File: src/rtl/rpd_pkg.sv
// row packet deframer package: field widths, limits, sync bytes, codes
// and the command/status structs between controller and datapath
// no dependencies
package rpd_pkg;

  localparam int unsigned MAX_ROW_PIXELS   = 4096;
  localparam int unsigned MAX_FRAME_ROWS   = 4096;
  localparam int unsigned MAX_HEADER_BYTES = 256;
  localparam int unsigned MIN_HEADER_BYTES = 12;

  localparam int unsigned BYTE_W     = 8;
  localparam int unsigned HDR_LEN_W  = 9;
  localparam int unsigned PIX_CNT_W  = 13;
  localparam int unsigned ROWS_W     = 13;
  localparam int unsigned CFG_DATA_W = 13;
  localparam int unsigned CFG_IDX_W  = 2;
  localparam int unsigned KIND_W     = 3;
  localparam int unsigned PIXEL_W    = 16;
  localparam int unsigned ROW_OUT_W  = 13;
  localparam int unsigned COL_W      = 12;
  localparam int unsigned FRAME_W    = 16;
  localparam int unsigned HELD_ROW_W = 16;
  localparam int unsigned POS_W      = 9;

  localparam int unsigned REPLAY_DEPTH = 6;
  localparam int unsigned REPLAY_IDX_W = 3;
  localparam int unsigned REPLAY_FIRST = 4;
  localparam int unsigned ROW_OFS      = 8;
  localparam int unsigned FRAME_OFS    = 10;

  localparam logic [BYTE_W-1:0] SYNC_FIRST  = 8'h90;
  localparam logic [BYTE_W-1:0] SYNC_SECOND = 8'hEB;
  localparam logic [BYTE_W-1:0] SYNC_TAIL   = 8'h00;

  localparam logic [HDR_LEN_W-1:0] HDR_LEN_RESET  = 9'd12;
  localparam logic [PIX_CNT_W-1:0] ROW_PIX_RESET  = 13'd640;
  localparam logic [ROWS_W-1:0]    FRAME_ROW_RESET = 13'd512;

  typedef enum logic [KIND_W-1:0] {
    KIND_DISCARD = 3'd0,
    KIND_HELD    = 3'd1,
    KIND_PIX_LO  = 3'd2,
    KIND_PIX_OUT = 3'd3,
    KIND_REJECT  = 3'd4
  } kind_e;

  typedef enum logic [CFG_IDX_W-1:0] {
    CFG_HEADER_LENGTH = 2'd0,
    CFG_ROW_PIXELS    = 2'd1,
    CFG_FRAME_ROWS    = 2'd2
  } cfg_idx_e;

  typedef struct packed {
    logic                    sel_replay;
    logic [REPLAY_IDX_W-1:0] replay_idx;
    logic                    store_we;
    logic [REPLAY_IDX_W-1:0] store_idx;
    logic                    row_lo_ld;
    logic                    row_hi_ld;
    logic                    frm_lo_ld;
    logic                    frm_hi_ld;
    logic                    low_ld;
    logic                    out_ld;
    kind_e                   out_kind;
    logic [COL_W-1:0]        out_col;
    logic                    out_row_end;
    logic [ROWS_W-1:0]       row_limit;
  } rpd_cmd_t;

  typedef struct packed {
    logic is_sync_first;
    logic is_sync_second;
    logic is_sync_tail;
    logic row_bad;
  } rpd_sts_t;

endpackage

File: src/rtl/rpd_datapath.sv
// deframer datapath: byte select, sync compare, header fields, replay store
// and the result register; depends on rpd_pkg
module rpd_datapath import rpd_pkg::*; (
  input  logic                 clk_i,
  input  logic [BYTE_W-1:0]    in_byte_i,
  input  rpd_cmd_t             cmd_i,
  output rpd_sts_t             sts_o,
  output logic [KIND_W-1:0]    kind_o,
  output logic [PIXEL_W-1:0]   pixel_value_o,
  output logic [ROW_OUT_W-1:0] row_number_o,
  output logic [COL_W-1:0]     column_index_o,
  output logic [FRAME_W-1:0]   frame_id_o,
  output logic                 row_end_o
);

  logic [BYTE_W-1:0]     store_q [REPLAY_DEPTH];
  logic [HELD_ROW_W-1:0] held_row_q;
  logic [FRAME_W-1:0]    held_frame_q;
  logic [BYTE_W-1:0]     low_q;

  logic [KIND_W-1:0]    kind_q;
  logic [PIXEL_W-1:0]   pixel_q;
  logic [ROW_OUT_W-1:0] row_q;
  logic [COL_W-1:0]     col_q;
  logic [FRAME_W-1:0]   frame_q;
  logic                 row_end_q;

  logic [BYTE_W-1:0]     cur_byte;
  logic [HELD_ROW_W-1:0] row_cand;
  logic                  pix_kind;

  assign cur_byte = cmd_i.sel_replay ? store_q[cmd_i.replay_idx] : in_byte_i;
  assign row_cand = {cur_byte, held_row_q[BYTE_W-1:0]};
  assign pix_kind = (cmd_i.out_kind == KIND_PIX_LO) || (cmd_i.out_kind == KIND_PIX_OUT);

  assign sts_o.is_sync_first  = (cur_byte == SYNC_FIRST);
  assign sts_o.is_sync_second = (cur_byte == SYNC_SECOND);
  assign sts_o.is_sync_tail   = (cur_byte == SYNC_TAIL);
  assign sts_o.row_bad        = (row_cand == '0) ||
                                (row_cand > HELD_ROW_W'(cmd_i.row_limit));

  always_ff @(posedge clk_i) begin
    if (cmd_i.store_we) begin
      store_q[cmd_i.store_idx] <= cur_byte;
    end
    if (cmd_i.row_lo_ld) begin
      held_row_q <= HELD_ROW_W'(cur_byte);
    end
    if (cmd_i.row_hi_ld) begin
      held_row_q <= row_cand;
    end
    if (cmd_i.frm_lo_ld) begin
      held_frame_q <= FRAME_W'(cur_byte);
    end
    if (cmd_i.frm_hi_ld) begin
      held_frame_q <= {cur_byte, held_frame_q[BYTE_W-1:0]};
    end
    if (cmd_i.low_ld) begin
      low_q <= cur_byte;
    end
    if (cmd_i.out_ld) begin
      kind_q    <= cmd_i.out_kind;
      row_end_q <= cmd_i.out_row_end;
      pixel_q   <= (cmd_i.out_kind == KIND_PIX_OUT) ? {cur_byte, low_q} : '0;
      row_q     <= pix_kind ? held_row_q[ROW_OUT_W-1:0] : '0;
      col_q     <= pix_kind ? cmd_i.out_col : '0;
      frame_q   <= pix_kind ? held_frame_q : '0;
    end
  end

  assign kind_o         = kind_q;
  assign pixel_value_o  = pixel_q;
  assign row_number_o   = row_q;
  assign column_index_o = col_q;
  assign frame_id_o     = frame_q;
  assign row_end_o      = row_end_q;

endmodule

File: config.mk
export PLATFORM = sky130hd
export DESIGN_NAME = rpd_datapath
export DESIGN_NICKNAME = d
export VERILOG_FILES = /design/src/rtl/rpd_pkg.sv /design/src/rtl/rpd_datapath.sv
export SDC_FILE = /design/constraint.sdc
export NUM_CORES = 1
export LEC_CHECK = 0
export ABC_AREA = 1
export BUFFER_PORTS_ARGS = -buffer_cell sky130_fd_sc_hd__buf_2
export CAP_MARGIN = 10
export CORE_ASPECT_RATIO = 0.5
export CORE_MARGIN = 2
export CORE_UTILIZATION = 44
export DETAILED_ROUTE_END_ITERATION = 10
export HOLD_SLACK_MARGIN = 0.05
export PLACE_DENSITY = 0.7
export SLEW_MARGIN = 20
export SYNTH_ARGS = -nofsm -noshare
export SYNTH_HDL_FRONTEND = slang
export SYNTH_SLANG_ARGS = --single-unit
File: constraint.sdc
create_clock -name clk_i -period 5.85 [get_ports clk_i]
set_input_delay 0.8775 -clock clk_i [delete_from_list [all_inputs] [get_ports clk_i]]
set_output_delay 0.8775 -clock clk_i [all_outputs]
set_load 0.02 [all_outputs]
==> results.toml <==
[outcome]
status = "finished clean"

[final_layout]
final_nets = 721
diodes = 0
fillCellCount = 1158
fin_area_um2 = 7410
drive_gt1_share_pct = 24.8
areaGrowthSynthToFinish_pct = 22.0

[drt]
wire_per_inst_um = 14.1
highest_layer = "met4"
drt_iter0_drc = 295
drc = 0
postRouteAntennaNets = 0
wl_met1_um = 5210
num_vias = 3887
wl_um = 11900
route.met3.wl_um = 805
drt_pass1_iterations = 4
wl_met2_um = 5770
viasPerCell = 4.60

[worst_setup_path]
regToRegSetupSlack_ns = 4.26
crit_arrival_ns = 3.41
worstSetupStartpointType = "input port"
cp_max_fo = 23
crit_family = "buffers and inverters"
cp_common_cell = "nand2_1"
crit_chain = "buf_2, inv_2, nand2_1, nand2_1, a21oi_1, nand2_1, nand2_2, inv_2, ha_1, nand4_1, nor2_1, a21oi_1, a21boi_0, nor2_1, nand2_1, buf_2"
cp-end-kind = "output pin"
slowest_stage = "buf_2"
critical_path_class = "in2out"
slowest_delay_ns = 0.35
crit_buf_inv = 4
critPathRequiredTime_ns = 4.97

[pwr]
power.total_mw = 2.52
leakagePower_nw = 3.37
vdd_drop_max_v = 0.000255
power_density_nw_per_um2 = 340

[timing]
clock_skew_ns = 0.00649
relSlewSlack_pct = 47.3
fin_setup_tns_ns = 0
setup_viol = 0
grt_setup_unrepaired = "false"
hold_ws_ns = 0.545
hold_viol_final = 0
final_max_slew_viol_count = 0
worst_slew_pin_slew_ns = 0.787
max_freq_ghz = 0.233
period_minus_slack_ns = 4.29
fin_crit_sh_pct = 73.3

[placed_design]
dpl_cell_area_um2 = 6820
numPortBuffers = 116
post-dp-hpwl_um = 8140
gp_congestion = 0.828

[floorplanning]
core_um2 = 13500
dieArea_um2 = 14800
start_util_pct = 45.0
std_cell_rows = 30
die_x_um = 170
io_pins = 117
die_y_um = 87.1

[synthesis]
ys_warn_count = 0
synth_top_area_cell = "edfxtp_1"
synth-compound-area-share_pct = 2.08
ys_seq_elements = 146
seq_area_frac_synth_pct = 72.2
yosysUniqueCellTypes = 24
yosys-top-cells-area = "edfxtp_1 (72%), inv_1 (6.2%), nor2_1 (6.2%)"
synth_top_family_by_area = "simple AND/OR/NAND/NOR gates"
yosys.area.top_type_share_pct = 72.2
synth_nets = 596
synth_simple_gate_area_share_pct = 15.1
syn_area_um2 = 6080
synthCells = 531
synthAdderAreaFrac_pct = 2.68
syn_area_per_cell_um2 = 11.4
synth-xor-area-share_pct = 0
synth_mux_area_share_pct = 0

[clocking]
path_clk_slew_ns = 0.06
insertion_delay_ns = 0.41
ctsRootBufferMaster = "clkbuf_16"
cts_setup_buffers = 0
h-tree-depth = 4
clock-sinks = 146
cts-hold-fix-buffers = 0
cts_buffers = 17
post_cts_resized = 0
cts_tree = "built"
clockBufferDepth = 2

[global_routing]
grt_max_degree = 62
grt_pass1_wl_um = 18900
track_usage_pct = 17.2
grt_pass1_vias = 3782
grt_overflow = 0
antenna_found_initial = 0

[job]
cap_violations = 0

[hold_path]
hold_path_class = "reg2reg"
## per-layer routing
metal,up-vias,global-route usage [%]
met2,114,29.9
li1,1953,-
met4,0,3.81
met5,-,0
met3,12,5.54
met1,1808,21.2
## cells in the mapped netlist, drive strengths merged
| master | count |
|---|---|
| ha | 13 |
| nor2 | 101 |
| o21ai | 7 |
| nand3 | 14 |
| or2 | 6 |
| edfxtp | 146 |
| clkbuf | 5 |
| buf | 7 |
| o211ai | 1 |
| a21boi | 1 |
| nand2 | 99 |
| clkinv | 1 |
| nand3b | 1 |
| a21oi | 13 |
| inv | 110 |
| nand4 | 5 |
| o21a | 1 |
## power breakdown
group | switching, mW | internal, mW | leakage, nW | total, mW
clock | 0.413 | 0.666 | 0.280 | 1.08
combinational | 0.152 | 0.0625 | 1.67 | 0.214
sequential | 0.0132 | 1.22 | 1.42 | 1.23
total | 0.578 | 1.94 | 3.37 | 2.52
## cell usage in the layout (no fill, tap or decap)
cell	instances
a21boi_0	1
a21oi_1	12
a21oi_2	1
buf_2	116
buf_4	2
bufinv_16	3
clkbuf_16	17
clkinv_1	3
clkinv_2	4
clkinvlp_4	4
edfxtp_1	146
ha_1	13
inv_1	100
inv_2	10
inv_6	2
nand2_1	93
nand2_2	6
nand3_1	14
nand3b_1	1
nand4_1	5
nor2_1	100
nor2_2	1
o211ai_1	1
o21a_1	1
o21ai_0	3
o21ai_1	4
or2_1	6
## tightest hold or removal path, delay by kind of cell, from the launching register on
kind	cells	cell delay (ns)
DFF	1	0.32
and+or+nand+nor	1	0.08
buffers and inverters	1	0.04
## sequential cells by signal, indices dropped and copies added (netlist names)
register / count
row_number_o: 13
kind_o: 3
held_row_q: 13
column_index_o: 12
pixel_value_o: 16
row_end_o: 1
frame_id_o: 16
held_frame_q: 16
low_q: 8
store_q: 48
## per-stage QoR
step	setup slack (ns)	util [%]	instances
global placement	1.70	50.5	813
finish	1.56	54.8	845
detailed placement	1.62	50.5	813
global route	1.31	54.8	845
floorplan	2.39	-	531
CTS	1.61	54.8	845
## cell type report
cell class                      instances  area (um^2)  area share (%)
Inverter                              111          417            5.62
Clock inverter                         15          165            2.23
Sequential cell                       146         4380            59.2
Multi-Input combinational cell        262         1200            16.2
Clock buffer                           17          425            5.74
Timing Repair Buffer                  118          596            8.04
Tap cell                              176          220            2.97
## cells by family after synthesis
group	after synthesis
compound gates	23
fa+ha+maj	13
buf+inv	123
flops	146
simple gates	226
## path summary, 6_finish.rpt
path | start | end | cells past startpoint
worst max register to register | store_q[3][7]$_DFFE_PP_ | store_q[0][7]$_DFFE_PP_ | 8
worst max-delay path | cmd_i[39] | sts_o[0] | 16
worst min register to register | held_frame_q[13]$_DFFE_PP_ | frame_id_o[13]$_SDFFCE_PN0P_ | 2
worst min-delay path | held_frame_q[13]$_DFFE_PP_ | frame_id_o[13]$_SDFFCE_PN0P_ | 2
(Power assumes the default switching activity.)
