[src/rtl/rpd_pkg.sv]
// row packet deframer package: field widths, limits, sync bytes, codes
// and the command/status structs between controller and datapath
// no dependencies
package rpd_pkg;

  localparam int unsigned MAX_ROW_PIXELS   = 4096;
  localparam int unsigned MAX_FRAME_ROWS   = 4096;
  localparam int unsigned MAX_HEADER_BYTES = 256;
  localparam int unsigned MIN_HEADER_BYTES = 12;

  localparam int unsigned BYTE_W     = 8;
  localparam int unsigned HDR_LEN_W  = 9;
  localparam int unsigned PIX_CNT_W  = 13;
  localparam int unsigned ROWS_W     = 13;
  localparam int unsigned CFG_DATA_W = 13;
  localparam int unsigned CFG_IDX_W  = 2;
  localparam int unsigned KIND_W     = 3;
  localparam int unsigned PIXEL_W    = 16;
  localparam int unsigned ROW_OUT_W  = 13;
  localparam int unsigned COL_W      = 12;
  localparam int unsigned FRAME_W    = 16;
  localparam int unsigned HELD_ROW_W = 16;
  localparam int unsigned POS_W      = 9;

  localparam int unsigned REPLAY_DEPTH = 6;
  localparam int unsigned REPLAY_IDX_W = 3;
  localparam int unsigned REPLAY_FIRST = 4;
  localparam int unsigned ROW_OFS      = 8;
  localparam int unsigned FRAME_OFS    = 10;

  localparam logic [BYTE_W-1:0] SYNC_FIRST  = 8'h90;
  localparam logic [BYTE_W-1:0] SYNC_SECOND = 8'hEB;
  localparam logic [BYTE_W-1:0] SYNC_TAIL   = 8'h00;

  localparam logic [HDR_LEN_W-1:0] HDR_LEN_RESET  = 9'd12;
  localparam logic [PIX_CNT_W-1:0] ROW_PIX_RESET  = 13'd640;
  localparam logic [ROWS_W-1:0]    FRAME_ROW_RESET = 13'd512;

  typedef enum logic [KIND_W-1:0] {
    KIND_DISCARD = 3'd0,
    KIND_HELD    = 3'd1,
    KIND_PIX_LO  = 3'd2,
    KIND_PIX_OUT = 3'd3,
    KIND_REJECT  = 3'd4
  } kind_e;

  typedef enum logic [CFG_IDX_W-1:0] {
    CFG_HEADER_LENGTH = 2'd0,
    CFG_ROW_PIXELS    = 2'd1,
    CFG_FRAME_ROWS    = 2'd2
  } cfg_idx_e;

  typedef struct packed {
    logic                    sel_replay;
    logic [REPLAY_IDX_W-1:0] replay_idx;
    logic                    store_we;
    logic [REPLAY_IDX_W-1:0] store_idx;
    logic                    row_lo_ld;
    logic                    row_hi_ld;
    logic                    frm_lo_ld;
    logic                    frm_hi_ld;
    logic                    low_ld;
    logic                    out_ld;
    kind_e                   out_kind;
    logic [COL_W-1:0]        out_col;
    logic                    out_row_end;
    logic [ROWS_W-1:0]       row_limit;
  } rpd_cmd_t;

  typedef struct packed {
    logic is_sync_first;
    logic is_sync_second;
    logic is_sync_tail;
    logic row_bad;
  } rpd_sts_t;

endpackage

[src/rtl/rpd_ctrl.sv]
// deframer controller: parse phase, sync match, byte and column counters,
// header replay sequencing, config registers and handshakes; depends on rpd_pkg
module rpd_ctrl import rpd_pkg::*; (
  input  logic                  clk_i,
  input  logic                  rst_ni,
  input  logic                  cfg_we_i,
  input  logic [CFG_IDX_W-1:0]  cfg_idx_i,
  input  logic [CFG_DATA_W-1:0] cfg_data_i,
  input  logic                  in_valid_i,
  output logic                  in_ready_o,
  output logic                  out_valid_o,
  input  logic                  out_ready_i,
  input  rpd_sts_t              sts_i,
  output rpd_cmd_t              cmd_o
);

  typedef enum logic [1:0] {
    PH_HUNT,
    PH_HEADER,
    PH_PAYLOAD
  } phase_e;

  phase_e                  phase_q, phase_d;
  logic [1:0]              match_q, match_d;
  logic [POS_W-1:0]        pos_q, pos_d;
  logic [COL_W-1:0]        col_q, col_d;
  logic                    replay_q, replay_d;
  logic [REPLAY_IDX_W-1:0] ridx_q, ridx_d;
  logic                    out_valid_q, out_valid_d;
  logic [HDR_LEN_W-1:0]    hdr_len_q;
  logic [PIX_CNT_W-1:0]    row_pix_q;
  logic [ROWS_W-1:0]       frame_rows_q;

  logic [HDR_LEN_W-1:0] eff_hdr;
  logic [PIX_CNT_W-1:0] eff_pix;
  logic [ROWS_W-1:0]    eff_rows;
  logic                 in_fire;
  logic                 step;
  logic                 hdr_end;
  logic                 col_end;
  logic                 expected;
  logic                 reject;
  kind_e                kind;
  logic                 store_we, row_lo_ld, row_hi_ld, frm_lo_ld, frm_hi_ld, low_ld;
  logic                 row_end;

  assign eff_hdr = (hdr_len_q < HDR_LEN_W'(MIN_HEADER_BYTES)) ? HDR_LEN_W'(MIN_HEADER_BYTES) :
                   (hdr_len_q > HDR_LEN_W'(MAX_HEADER_BYTES)) ? HDR_LEN_W'(MAX_HEADER_BYTES) :
                   hdr_len_q;
  assign eff_pix = (row_pix_q == '0) ? PIX_CNT_W'(1) :
                   (row_pix_q > PIX_CNT_W'(MAX_ROW_PIXELS)) ? PIX_CNT_W'(MAX_ROW_PIXELS) :
                   row_pix_q;
  assign eff_rows = (frame_rows_q > ROWS_W'(MAX_FRAME_ROWS)) ? ROWS_W'(MAX_FRAME_ROWS) :
                    frame_rows_q;

  assign in_ready_o = !replay_q && (!out_valid_q || out_ready_i);
  assign in_fire    = in_valid_i && in_ready_o;
  assign step       = in_fire || replay_q;
  assign hdr_end    = ({1'b0, pos_q} + (POS_W+1)'(1)) >= (POS_W+1)'(eff_hdr);
  assign col_end    = ({1'b0, col_q} + PIX_CNT_W'(1)) >= eff_pix;
  assign expected   = (match_q == 2'd0) ? sts_i.is_sync_first :
                      (match_q == 2'd1) ? sts_i.is_sync_second : sts_i.is_sync_tail;

  always_comb begin
    phase_d   = phase_q;
    match_d   = match_q;
    pos_d     = pos_q;
    col_d     = col_q;
    kind      = KIND_DISCARD;
    reject    = 1'b0;
    store_we  = 1'b0;
    row_lo_ld = 1'b0;
    row_hi_ld = 1'b0;
    frm_lo_ld = 1'b0;
    frm_hi_ld = 1'b0;
    low_ld    = 1'b0;
    row_end   = 1'b0;
    if (step) begin
      case (phase_q)
        PH_HEADER: begin
          store_we  = (pos_q >= POS_W'(REPLAY_FIRST)) &&
                      (pos_q < POS_W'(REPLAY_FIRST + REPLAY_DEPTH));
          row_lo_ld = (pos_q == POS_W'(ROW_OFS));
          row_hi_ld = (pos_q == POS_W'(ROW_OFS + 1));
          if (row_hi_ld && sts_i.row_bad) begin
            reject  = 1'b1;
            kind    = KIND_REJECT;
            phase_d = PH_HUNT;
            match_d = '0;
            pos_d   = '0;
          end else begin
            frm_lo_ld = (pos_q == POS_W'(FRAME_OFS));
            frm_hi_ld = (pos_q == POS_W'(FRAME_OFS + 1));
            kind      = KIND_HELD;
            if (hdr_end) begin
              phase_d = PH_PAYLOAD;
              pos_d   = '0;
              col_d   = '0;
            end else begin
              pos_d = pos_q + POS_W'(1);
            end
          end
        end
        PH_PAYLOAD: begin
          if (!pos_q[0]) begin
            low_ld = 1'b1;
            kind   = KIND_PIX_LO;
            pos_d  = pos_q + POS_W'(1);
          end else begin
            kind = KIND_PIX_OUT;
            if (col_end) begin
              row_end = 1'b1;
              phase_d = PH_HUNT;
              match_d = '0;
              pos_d   = '0;
              col_d   = '0;
            end else begin
              col_d = col_q + COL_W'(1);
              pos_d = pos_q + POS_W'(1);
            end
          end
        end
        default: begin
          phase_d = PH_HUNT;
          if (expected) begin
            kind = KIND_HELD;
            if (match_q == 2'd3) begin
              phase_d = PH_HEADER;
              pos_d   = POS_W'(REPLAY_FIRST);
              match_d = '0;
            end else begin
              match_d = match_q + 2'd1;
            end
          end else if (sts_i.is_sync_first) begin
            kind    = KIND_HELD;
            match_d = 2'd1;
          end else begin
            match_d = '0;
          end
        end
      endcase
    end

    replay_d = replay_q;
    ridx_d   = ridx_q;
    if (in_fire && reject) begin
      replay_d = 1'b1;
      ridx_d   = '0;
    end else if (replay_q) begin
      ridx_d = ridx_q + REPLAY_IDX_W'(1);
      if (ridx_q == REPLAY_IDX_W'(REPLAY_DEPTH - 1)) begin
        replay_d = 1'b0;
      end
    end

    out_valid_d = out_valid_q;
    if (in_fire) begin
      out_valid_d = 1'b1;
    end else if (out_ready_i) begin
      out_valid_d = 1'b0;
    end
  end

  assign cmd_o = '{
    sel_replay:  replay_q,
    replay_idx:  ridx_q,
    store_we:    store_we,
    store_idx:   REPLAY_IDX_W'(pos_q - POS_W'(REPLAY_FIRST)),
    row_lo_ld:   row_lo_ld,
    row_hi_ld:   row_hi_ld,
    frm_lo_ld:   frm_lo_ld,
    frm_hi_ld:   frm_hi_ld,
    low_ld:      low_ld,
    out_ld:      in_fire,
    out_kind:    kind,
    out_col:     col_q,
    out_row_end: row_end,
    row_limit:   eff_rows
  };

  assign out_valid_o = out_valid_q;

  always_ff @(posedge clk_i or negedge rst_ni) begin
    if (!rst_ni) begin
      phase_q      <= PH_HUNT;
      match_q      <= '0;
      pos_q        <= '0;
      col_q        <= '0;
      replay_q     <= 1'b0;
      ridx_q       <= '0;
      out_valid_q  <= 1'b0;
      hdr_len_q    <= HDR_LEN_RESET;
      row_pix_q    <= ROW_PIX_RESET;
      frame_rows_q <= FRAME_ROW_RESET;
    end else begin
      phase_q     <= phase_d;
      match_q     <= match_d;
      pos_q       <= pos_d;
      col_q       <= col_d;
      replay_q    <= replay_d;
      ridx_q      <= ridx_d;
      out_valid_q <= out_valid_d;
      if (cfg_we_i) begin
        case (cfg_idx_e'(cfg_idx_i))
          CFG_HEADER_LENGTH: hdr_len_q    <= cfg_data_i[HDR_LEN_W-1:0];
          CFG_ROW_PIXELS:    row_pix_q    <= cfg_data_i[PIX_CNT_W-1:0];
          CFG_FRAME_ROWS:    frame_rows_q <= cfg_data_i[ROWS_W-1:0];
          default: begin
          end
        endcase
      end
    end
  end

endmodule

[config.mk]
export PLATFORM = sky130hd
export DESIGN_NAME = rpd_ctrl
export DESIGN_NICKNAME = d
export VERILOG_FILES = /design/src/rtl/rpd_pkg.sv /design/src/rtl/rpd_ctrl.sv
export SDC_FILE = /design/constraint.sdc
export NUM_CORES = 1
export LEC_CHECK = 0
export ABC_AREA = 1
export BUFFER_PORTS_ARGS = -buffer_cell sky130_fd_sc_hd__buf_2
export CAP_MARGIN = 20
export CORE_UTILIZATION = 62
export DETAILED_ROUTE_END_ITERATION = 10
export PLACE_DENSITY = 0.95
export SETUP_SLACK_MARGIN = 0.05
export SLEW_MARGIN = 30
export SYNTH_ARGS = -nofsm -noshare
export SYNTH_HDL_FRONTEND = slang
export SYNTH_SLANG_ARGS = --single-unit
[constraint.sdc]
create_clock -name clk_i -period 7.4 [get_ports clk_i]
set_input_delay 1.85 -clock clk_i [delete_from_list [all_inputs] [get_ports clk_i]]
set_output_delay 1.85 -clock clk_i [all_outputs]
set_load 0.03 [all_outputs]
==> results.json <==
{
  "ios": 69,
  "hold_path_class": "flop to flop",
  "clk_latency_ns": 0.35,
  "status": "completed",
  "cts_buffer_depth": 2,
  "p_seq_share_pct": 35.5,
  "root_buffer": "clkbuf_8",
  "leakage_nw": 2.73,
  "worstSetupPathType": "flop to output pin",
  "cts_hold_buf": 0,
  "core_area_um2": 6830,
  "cts.sinks": 65,
  "numCtsBuffers": 9,
  "synth_edf_count": 0,
  "clkPwrFrac_pct": 26.4,
  "reg2reg_slack_ns": 4.19,
  "min_period_over_period_pct": 67.7,
  "finalCriticalPeriod_ns": 5.01,
  "worstSetupStartpointType": "flop",
  "grt_max_degree": 66,
  "met1_usage_pct": 35.3,
  "cts_setup_buffers": 0,
  "drv_cap": 0,
  "yosysMostFrequentCell": "nand2_1",
  "first_pass_iters": 5,
  "synth_cells": 571,
  "synth_common_cells": "nand2_1, inv_1, dfrtp_1",
  "track_usage_pct": 28.6,
  "seq_area_frac_synth_pct": 37.2,
  "viasPerCell": 5.35,
  "rsz0062_at_grt": "no",
  "wl_mm": 9.82,
  "crit_fanout": 6,
  "cp.arrival_ns": 3.16,
  "top_usage_layer": "met2",
  "comb_power_share_pct": 38.1,
  "start_util_pct": 64.3,
  "drc_errors": 0,
  "tightest_slew_ns": 0.807,
  "ys_types": 42,
  "syn-cell-area_um2": 4390,
  "cp-end-kind": "output pin",
  "synth.avg_cell_area_um2": 7.69,
  "yosysTopAreaCell": "dfrtp_1",
  "synth_area_leaders": "dfrtp_1, nand2_1, ha_1, inv_1, o21ai_0",
  "fillers": 539,
  "finalHoldViolCount": 0,
  "setup_tns_ns": 0,
  "place.gp.congestion": 0.858,
  "rows": 30,
  "area_growth_pct": 12.5,
  "fin_nets": 686,
  "grt_util_met2_pct": 49.7,
  "instances_no_fill": 730,
  "synth_top_area_share_pct": 34.2,
  "cp.required_ns": 5.55,
  "dp_cells": 714,
  "grt_pass1_wl_mm": 16.7,
  "drive_gt1_share_pct": 21.9,
  "wl_per_cell_um": 13.4,
  "swShare_pct": 41.3,
  "antenna_found_initial": 0,
  "clkSlewWorstSetupHoldPaths_ns": 0.08,
  "grt_overflow": 0,
  "use_met3_pct": 3.95,
  "ys_ff_latch": 65,
  "die_y_um": 86.2,
  "synthArstFlopShare_pct": 100,
  "cts_tree": "done",
  "drtIter0Drc": 192,
  "finalSetupViolCount": 0,
  "power.density_nw_per_um2": 265,
  "drv_slew": 0,
  "die_area_um2": 7420,
  "internal-power_mw": 0.769,
  "finalHoldWorstSlack_ns": 0.499,
  "p_sw_mw": 0.541,
  "place.detailed.hpwl_mm": 7.35,
  "fp.dieW_um": 86.2,
  "ctsHtreeMaxLevel": 3,
  "grt_pass1_vias": 3867,
  "yosysWarnings": 0,
  "skew_ns": 0.00900,
  "vias": 3909,
  "diodes": 0,
  "synthFlopType": "dfrtp_1",
  "io_buffers": 68,
  "ir_drop_uv": 133,
  "ant_nets": 0,
  "max_freq_ghz": 0.200,
  "max_slew_margin_pct": 46.2,
  "ctsResizeCount": 0,
  "syn_nets": 628
}
area by class of cell:
type                    count  area, um^2  area share, %
clock buffers              10         138           2.79
clock inverters             6        90.1           1.82
inverters                  93         353           7.14
multi-input cells         391        2260           45.7
flip-flops and latches     65        1630           33.1
well taps                  96         120           2.43
repair buffers             69         348           7.04
metal layers:
layer	wire length, um	vias to the layer above
met5	0	-
met4	194	0
met3	460	25
met2	4930	131
met1	4230	1821
li1	-	1932
final timing paths:
check | cells after the start | end | start
setup / recovery | 15 | cmd_o[13] | col_q[0]
hold / removal | 2 | frame_rows_q[2] | frame_rows_q[2]
setup reg to reg | 15 | col_q[2] | col_q[0]
hold reg to reg | 2 | frame_rows_q[2] | frame_rows_q[2]
max in group asynchronous | 2 | pos_q[1] | rst_ni
min in group asynchronous | 2 | pos_q[3] | rst_ni
kinds of logic (layout without fill, tap and decap cells):
kind of cell / count (synthesis) / after routing / share of synthesized area, %
adder cells (fa/ha/maj): 33 / 33 / 9.40
buffers and inverters: 115 / 178 / 11.4
AO/OA/AOI/OAI: 78 / 78 / 9.97
AND/OR/NAND/NOR: 263 / 263 / 28.5
flip-flops: 65 / 65 / 37.2
XOR/XNOR: 17 / 17 / 3.56
worst max-delay path: stages, from the launching register on:
cell     delay [ns]
dfrtp_1        0.45
ha_1           0.24
nand3_2        0.12
nor3_2         0.22
nand3_2        0.14
nor2_1         0.11
nand2_1        0.09
xnor2_2        0.15
ha_1           0.34
a21oi_1        0.15
o21ai_0        0.10
nor2_1         0.19
nand3_1        0.14
nand4_1        0.11
inv_1          0.06
buf_2          0.17
state kept, by name (all words and copies together) (netlist names):
| name | flops |
|---|---|
| col_q | 12 |
| frame_rows_q | 13 |
| hdr_len_q | 9 |
| match_q | 2 |
| out_valid_o | 1 |
| phase_q | 2 |
| pos_q | 9 |
| replay_q | 1 |
| ridx_q | 3 |
| row_pix_q | 13 |
metrics by stage:
step                      total power, mW  instance area [um^2]  utilization, %  setup slack (ns)
after floorplan                     0.851                  4390               -              1.99
after detailed placement            0.960                  4710            69.0              2.54
after global placement              0.932                  4710            69.0              2.61
after global routing                 1.40                  4940            72.3              2.19
final                                1.31                  4940            72.3              2.39
after CTS                            1.31                  4940            72.3              2.42
power by group through the flow:
stage	clock, mW	combinational (mW)	sequential [mW]
2_1_floorplan	0	0.393	0.458
3_3_place_gp	0	0.466	0.466
3_5_place_dp	0	0.491	0.469
4_1_cts	0.350	0.496	0.464
5_1_grt	0.364	0.559	0.473
6_report	0.346	0.499	0.465
cells in the final DEF, fill, tap and decap left out, types with 2 or more instances in the layout:
master and count:
a21oi_1 15, a31oi_1 2, buf_2 68, bufinv_16 2, clkbuf_8 10, clkinv_2 2
dfrtp_1 60, dfstp_2 5, ha_1 33, inv_1 84, inv_2 6, nand2_1 129
nand2_2 15, nand3_1 29, nand3_2 8, nand4_1 13, nor2_1 47, nor2_2 3
nor2_4 3, nor3_1 5, nor3_2 2, nor4_1 4, o21ai_0 49, o21ai_1 2
o21ai_2 4, xor2_1 15
Power figures use the tool's default switching activity.
